$ cat src/hw/rtl/esrc_pkg.sv
// Shared types, constants and arithmetic helpers of the sensor compensation unit.
package esrc_pkg;

   localparam int FRONT_DEPTH = 12;
   localparam int DIV_DEPTH   = 32;
   localparam int POST_DEPTH  = 3;
   localparam int LATENCY     = FRONT_DEPTH + DIV_DEPTH + POST_DEPTH;

   localparam logic [31:0] PRESS_OFFSET = 32'd64000;
   localparam logic [31:0] PRESS_FULL   = 32'd1048576;
   localparam logic [31:0] PRESS_SCALE  = 32'd3125;
   localparam logic [31:0] SIGN_BIT     = 32'h8000_0000;
   localparam logic [31:0] HUM_OFFSET   = 32'd76800;
   localparam logic [31:0] HUM_LIMIT    = 32'd419430400;
   localparam logic [31:0] HUM_BIAS     = 32'd2097152;
   localparam logic [31:0] UNITY_Q15    = 32'd32768;
   localparam logic [31:0] ROUND_Q15    = 32'd16384;
   localparam logic [31:0] ROUND_Q14    = 32'd8192;
   localparam logic [31:0] TEMP_ROUND   = 32'd128;
   localparam logic [16:0] HUM_MAX      = 17'd102400;

   typedef enum logic [2:0] {
      CSR_TEMP       = 3'd0,
      CSR_PRESS_LOW  = 3'd1,
      CSR_PRESS_HIGH = 3'd2,
      CSR_MIXED      = 3'd3,
      CSR_HUM        = 3'd4
   } csr_index_type;

   typedef struct packed {
      logic [19:0] raw_temperature;
      logic [19:0] raw_pressure;
      logic [15:0] raw_humidity;
   } req_type;

   typedef struct packed {
      logic signed [31:0] temperature;
      logic [31:0]        pressure;
      logic [16:0]        humidity;
   } rsp_type;

   // All coefficients, already extended to 32 bits.
   typedef struct packed {
      logic [31:0] t1, t2, t3;
      logic [31:0] p1, p2, p3, p4, p5, p6, p7, p8, p9;
      logic [31:0] h1, h2, h3, h4, h5, h6;
   } coeff_type;

   // Results that ride alongside the divider.
   typedef struct packed {
      logic [31:0] temperature;
      logic [16:0] humidity;
      logic        zero;
      logic        shift_q;
   } side_type;

   typedef struct packed {
      logic [31:0] dividend;
      logic [31:0] divisor;
      side_type    side;
   } front_type;

   function automatic logic [31:0] mul32(input logic [31:0] a, input logic [31:0] b);
      logic [63:0] p;
      p = 64'(a) * 64'(b);
      return p[31:0];
   endfunction

   function automatic logic [31:0] asr(input logic [31:0] x, input int unsigned n);
      return 32'($signed(x) >>> n);
   endfunction

   function automatic coeff_type decode_coeffs(input logic [47:0] tc, input logic [63:0] pl,
                                              input logic [63:0] ph, input logic [47:0] mc,
                                              input logic [31:0] hc);
      coeff_type c;
      c.t1 = 32'(tc[15:0]);
      c.t2 = 32'($signed(tc[31:16]));
      c.t3 = 32'($signed(tc[47:32]));
      c.p1 = 32'(pl[15:0]);
      c.p2 = 32'($signed(pl[31:16]));
      c.p3 = 32'($signed(pl[47:32]));
      c.p4 = 32'($signed(pl[63:48]));
      c.p5 = 32'($signed(ph[15:0]));
      c.p6 = 32'($signed(ph[31:16]));
      c.p7 = 32'($signed(ph[47:32]));
      c.p8 = 32'($signed(ph[63:48]));
      c.p9 = 32'($signed(mc[15:0]));
      c.h1 = 32'(mc[23:16]);
      c.h2 = 32'($signed(mc[39:24]));
      c.h3 = 32'(mc[47:40]);
      c.h4 = 32'($signed(hc[11:0]));
      c.h5 = 32'($signed(hc[23:12]));
      c.h6 = 32'($signed(hc[31:24]));
      return c;
   endfunction

endpackage

$ cat src/hw/rtl/esrc_post.sv
// Pressure correction after the division and the result register.
module esrc_post (
   input  logic               clock,
   input  logic               reset,
   input  logic               in_valid,
   input  logic [31:0]        in_quotient,
   input  esrc_pkg::side_type in_side,
   input  esrc_pkg::coeff_type coeff,
   output logic               out_valid,
   output esrc_pkg::rsp_type   out_data
);
   import esrc_pkg::*;

   logic [POST_DEPTH:1] vld_ff;
   logic [31:0] p0;
   logic [31:0] p1_ff, ss1_ff, c2m1_ff;
   logic [31:0] p2_ff, c1m2_ff, c2m2_ff;
   side_type    side1_ff, side2_ff;
   rsp_type     rsp_ff;

   assign p0 = in_side.shift_q ? (in_quotient << 1) : in_quotient;

   always_ff @(posedge clock) begin
      if (reset) begin
         vld_ff <= '0;
      end else begin
         vld_ff <= {vld_ff[POST_DEPTH-1:1], in_valid};
      end
   end

   always_ff @(posedge clock) begin
      p1_ff    <= p0;
      ss1_ff   <= mul32(p0 >> 3, p0 >> 3);
      c2m1_ff  <= mul32(p0 >> 2, coeff.p8);
      side1_ff <= in_side;
      c1m2_ff  <= mul32(coeff.p9, ss1_ff >> 13);
      c2m2_ff  <= c2m1_ff;
      p2_ff    <= p1_ff;
      side2_ff <= side1_ff;
      rsp_ff.temperature <= side2_ff.temperature;
      rsp_ff.humidity    <= side2_ff.humidity;
      rsp_ff.pressure    <= side2_ff.zero ? '0 :
         p2_ff + asr(asr(c1m2_ff, 12) + asr(c2m2_ff, 13) + coeff.p7, 4);
   end

   assign out_valid = vld_ff[POST_DEPTH];
   assign out_data  = rsp_ff;

endmodule

$ cat config.mk
export PLATFORM = sky130hd
export DESIGN_NAME = esrc_post
export DESIGN_NICKNAME = d
export VERILOG_FILES = /design/src/hw/rtl/esrc_pkg.sv /design/src/hw/rtl/esrc_post.sv
export SDC_FILE = /design/constraint.sdc
export NUM_CORES = 2
export LEC_CHECK = 0
export ABC_AREA = 1
export BUFFER_PORTS_ARGS = -buffer_cell sky130_fd_sc_hd__buf_4
export CAP_MARGIN = 20
export CORE_UTILIZATION = 45
export DETAILED_ROUTE_END_ITERATION = 8
export PLACE_DENSITY = 0.61
export REMOVE_ABC_BUFFERS = 1
export SETUP_SLACK_MARGIN = 0.02
export SLEW_MARGIN = 0
export SYNTH_ARGS = -nofsm -noshare
export SYNTH_HDL_FRONTEND = slang
export SYNTH_SLANG_ARGS = --single-unit
$ cat constraint.sdc
create_clock -name clock -period 17.3 [get_ports clock]
set_clock_uncertainty 0.2 [all_clocks]
set_input_delay 1.73 -clock clock [delete_from_list [all_inputs] [get_ports clock]]
set_output_delay 1.73 -clock clock [all_outputs]
set_load 0.02 [all_outputs]
### Yosys cells after proc, flatten, opt, wreduce, memory -nomap -nowiden

Cells that the tools add are included.

* input bits: 662
* word-level logic and storage cells: 24
* output and inout bits: 82
* bits in registers: 376

* add/subtract/negate cells: 3
* multiplexer cells: 1
* multiply operators: 3

Operators by type and width (number)
* adder 32 bit: 2
* multiplier 29 x 29 -> 32 bit: 1
* multiplier 30 x 32 -> 32 bit: 1
* multiplier 32 x 19 -> 32 bit: 1
* two-way mux 32 bit: 1
* adder 20 x 19 -> 21 bit: 1

### Longest topological paths before layout

* depth in word-level cells: 3
* mapped depth: 37
* depth with buffers taken out: 37

### Least setup slack after synthesis

No wires, ideal clock.

* kind: in2reg
* start point: in in_side[0] (netlist bit)
* end point: reg c2m1_ff[31]
* setup slack: 8.423 ns
* path buffers: 5
* arrival time: 8.564 ns
* data required time: 16.988 ns
* cell stages on the path: 32
* path through: buf_6 -> buf_6 -> o21ai_1 -> clkbuf_1 -> inv_1 -> clkbuf_1 -> clkbuf_1 -> nor2_1 -> fa_1 -> fa_1 -> fa_1 -> inv_1 -> fa_1 -> inv_1 -> fa_1 -> inv_1 -> fa_1 -> inv_1 -> fa_1 -> inv_1 -> fa_1 -> inv_1 -> ha_1 -> a21oi_1 -> o21a_1 -> nor3_1 -> nor4_1 -> nand2_1 -> a21oi_1 -> inv_1 -> nand2_1 -> nand2_1

* cells in the longest elaborated chain, start to end: 2

RTL lines
* from (decl): line esrc_post.sv:7 `input esrc_pkg::side_type in_side,`
* two-way mux 32 bit: line esrc_post.sv:21 `assign p0 = in_side.shift_q ? (in_quotient << 1) : in_quotient;`
* net p0[6]: line esrc_post.sv:15 `logic [31:0] p0;`
* multiplier 30 x 32 -> 32 bit: line esrc_pkg.sv:65 `p = 64'(a) * 64'(b);`
* to (signal assigned): line esrc_post.sv:34 `c2m1_ff <= mul32(p0 >> 2, coeff.p8);`
* to (decl): line esrc_post.sv:16 `logic [31:0] p1_ff, ss1_ff, c2m1_ff;`

The timed path passes the listed nets, and every way through them passes these cells.
A chain may end at the register's enable or synchronous reset.

### Final worst setup path

* start point: in in_side[0] (netlist bit)
* end point: reg ss1_ff[22]

* cells in the longest elaborated chain, start to end: 2

RTL lines
* two-way mux 32 bit: line esrc_post.sv:21
* multiplier 29 x 29 -> 32 bit: line esrc_pkg.sv:65
* to (signal assigned): line esrc_post.sv:33 `ss1_ff <= mul32(p0 >> 3, p0 >> 3);`
* to (decl): line esrc_post.sv:16

No other way between the ends.

==> summary.md <==
The run finished with clean final reports. For the tightest slew margin relative to the limit, the log shows 0.2704. The tools report the post-detailed-placement cell area as 0.05621 sq mm. The horizontal die dimension is 344.6 um, and the final antenna-violating net count is 0. Counting flops and latches in the post-synthesis netlist gives 325.

The tool flagged a number of max-cap violations equal to 0. The timing-limited maximum frequency came out at 101.3 MHz. Entering global routing, the biggest net connects 52 pins. The floorplan die height is 344.6 um.

Setup repair after global routing left no endpoint under its margin. Across all hold checks on the routed design, the worst slack comes to 118.2 ps. During synthesis, Yosys emitted a total of 0 warnings.

In this run the cell area of the synthesized design comes to 0.05283 sq mm. In the final design database the tool counted 8626 nets. After layout, the minimum clock period comes to 9875 ps. The detailed router's first-iteration violation count is 2675, and the setup-violating endpoint count in the final report is 0. The fraction of the core area covered by cells at the end of the flow was 0.4949; the share of the clock period used by the worst path was 0.5708. The via density per instance works out to 5.079. The biggest area contributor in the post-synthesis netlist is sky130_fd_sc_hd__fa_1. A synthesized cell averages 8.350 sq um.

The detailed-route wire length is 153900 um, and the number of levels the H-tree was split into is 2. The cell sitting at the root of the clock tree is a sky130_fd_sc_hd__clkbuf_16. The tools report the final number of max-transition violations as 0. The run gives 42770 as the via count of the first global-routing pass. The transition time of the tightest slew-check pin was 1093 ps; the critical path data required time was 17520 ps.

In this run, CTS created clock tree buffers numbering 37. In the final timing run, aggregate negative setup slack is 0 ps. The aggregate global-route resource usage came out at 0.2670. The run gives 0 as the number of hold-slack violations in the final timing report. For the number of hold buffers added after cts, the log shows 0. The initial antenna violation count is 5. The detail-routed net length per standard cell works out to 19.20 um.

After detailed routing, the number of remaining DRC violations is 0. Detailed routing inserted a total of 40700 vias. The area added between synthesis and finish works out to 8.992%. By area the synthesized netlist is led by sky130_fd_sc_hd__fa_1 42%, sky130_fd_sc_hd__dfxtp_1 12%, sky130_fd_sc_hd__inv_1 11%. STA classifies the critical path startpoint as an input pin. The tightest min-delay check is of the reg -> reg type. Counting every sink on the clock net gives 325. In the synthesized netlist the dominant register cell turns out to be sky130_fd_sc_hd__dfxtp_1. For the area of the die, the log shows 0.1188 sq mm. TritonCTS built the clock tree. Port buffering added 263 buffers. The fraction of final layout cells sized beyond drive strength 1 came out at 0.06812. Fraction of post-synthesis cell area in the top cell type by area: 0.4236.

At the end of routability-driven placement, the weighted congestion stood at 0.9418. Once detailed placement completed, the half-perimeter wirelength came to 121900 um. For this design the top-level I/O count stands at 744.

The tools report the residual overflow from global routing as 0. The initial core utilization is 0.4540. For the number of standard cells after synthesis, the log shows 6327. The core region is 0.1164 sq mm. Summing all non-filler instances in the final layout gives an area of 0.05758 sq mm. In this run, distinct cell masters in the synthesized netlist total 48. The first detailed-routing pass took 6 iterations. Clock-pin slew was measured on the worst setup and hold paths at 60 ps. Clock latency on the worst-skew pair, taken at its later pin, is 590 ps. Buffers added to address setup during post-CTS repair amount to 0. The clock tree buffer depth was 3; the cell row count was 125. The number of enable-type register cells in the synthesized netlist is 0. The fraction of the yosys area taken by sequential cells is 0.1231, and the count of cells resized by post-cts repair is 0. The tools report the wire length of the first global-routing pass as 241600 um. Critical path start-end classification: in -> reg.

The endpoint kind of the worst setup timing path was a flop. Of all nets on the critical path, the largest fanout is 51. The critical path data arrival time came out at 10090 ps.

The fraction of registers with async set/reset was 0.
cell usage in the layout (no fill, tap or decap), drive strengths merged, types with 8 or more instances in the layout:
master     n
nor2     642
o21ai    145
fa      1118
ha       386
clkinv    20
nand3b     8
xnor2     62
o21bai    14
o21a      16
buf      313
nor4      14
inv     1619
clkbuf    49
a31oi     16
nand4     20
xor2     113
dfxtp    325
a21oi    233
nand2   1205
nor3      23
nand3     91
a21o      14
synthesized netlist by cell type, drive strengths merged, types with 16 or more instances:
master	instances
a21oi	233
a31oi	16
buf	55
clkbuf	164
dfxtp	325
fa	1118
ha	386
inv	1616
nand2	1205
nand3	91
nand4	20
nor2	642
nor3	23
o21a	16
o21ai	145
xnor2	62
xor2	113
stage by stage:
stage,setup slack [ps],instances
after floorplan,7656,6108
after global placement,6910,7941
after detailed placement,6851,7943
after CTS,7424,8011
after global routing,6952,8013
final,7425,8014
cells by family after synthesis:
family                     count (synthesis)  share of synthesized area
AOI/OAI and AO/OA                        464                    0.05009
xor gates and xnor gates                 175                    0.02958
adders and majority gates               1504                     0.5151
buffers and inverters                   1849                     0.1329
DFF                                      325                     0.1231
and+or+nand+nor                         2010                     0.1492
area by class of cell:
type                            instances  area (sq um)
Multi-Input combinational cell       4153         39310
Sequential cell                       325          6506
Antenna cell                            1         2.502
Inverter                             1630          6121
Tap cell                             1524          1907
Timing Repair Buffer                  313          2405
Fill cell                           11400         58780
Clock inverter                         19         291.5
Clock buffer                           49          1041
per-layer routing:
layer  wire length (um)  global-route usage  vias up
met1              63960              0.3592    20280
met2              72060              0.4430     1505
met5                 10                   0        -
li1                   -                   -    18620
met4               6122             0.08748        2
met3              11730             0.03815      292
registers in the layout, indices dropped and copies added (netlist names):
register / flops
c1m2_ff: 20
c2m1_ff: 19
c2m2_ff: 19
out_data: 81
p1_ff: 31
p2_ff: 32
side1_ff: 50
side2_ff: 50
ss1_ff: 20
vld_ff: 3
worst paths after layout:
path,endpoint,cells after the start,start,slack [ps]
setup / recovery,ss1_ff[22]$_DFF_P_,24,in_side[0],7420
hold / removal,p2_ff[11]$_DFF_P_,0,p1_ff[11]$_DFF_P_,120
setup reg to reg,out_data[48]$_SDFF_PP0_,35,c1m2_ff[12]$_DFF_P_,10850
hold reg to reg,p2_ff[11]$_DFF_P_,0,p1_ff[11]$_DFF_P_,120
critical path: stages:
cell and delay (ps):
sky130_fd_sc_hd__buf_4 490, sky130_fd_sc_hd__inv_4 250, sky130_fd_sc_hd__nand2_1 140, sky130_fd_sc_hd__nand2_2 390, sky130_fd_sc_hd__inv_1 950, sky130_fd_sc_hd__nor2_1 230
sky130_fd_sc_hd__fa_1 530, sky130_fd_sc_hd__fa_1 460, sky130_fd_sc_hd__fa_1 560, sky130_fd_sc_hd__inv_1 60, sky130_fd_sc_hd__fa_1 500, sky130_fd_sc_hd__inv_1 50
sky130_fd_sc_hd__fa_1 480, sky130_fd_sc_hd__fa_1 560, sky130_fd_sc_hd__fa_1 430, sky130_fd_sc_hd__fa_1 480, sky130_fd_sc_hd__ha_1 360, sky130_fd_sc_hd__nand2_1 110
sky130_fd_sc_hd__nor4_1 370, sky130_fd_sc_hd__o21ai_0 160, sky130_fd_sc_hd__nand3_1 170, sky130_fd_sc_hd__nand3_1 90, sky130_fd_sc_hd__nand2_1 140, sky130_fd_sc_hd__xor2_1 350
Power is not shown: default switching activity piles up to over one toggle a cycle in this logic, so the estimate is an artifact.
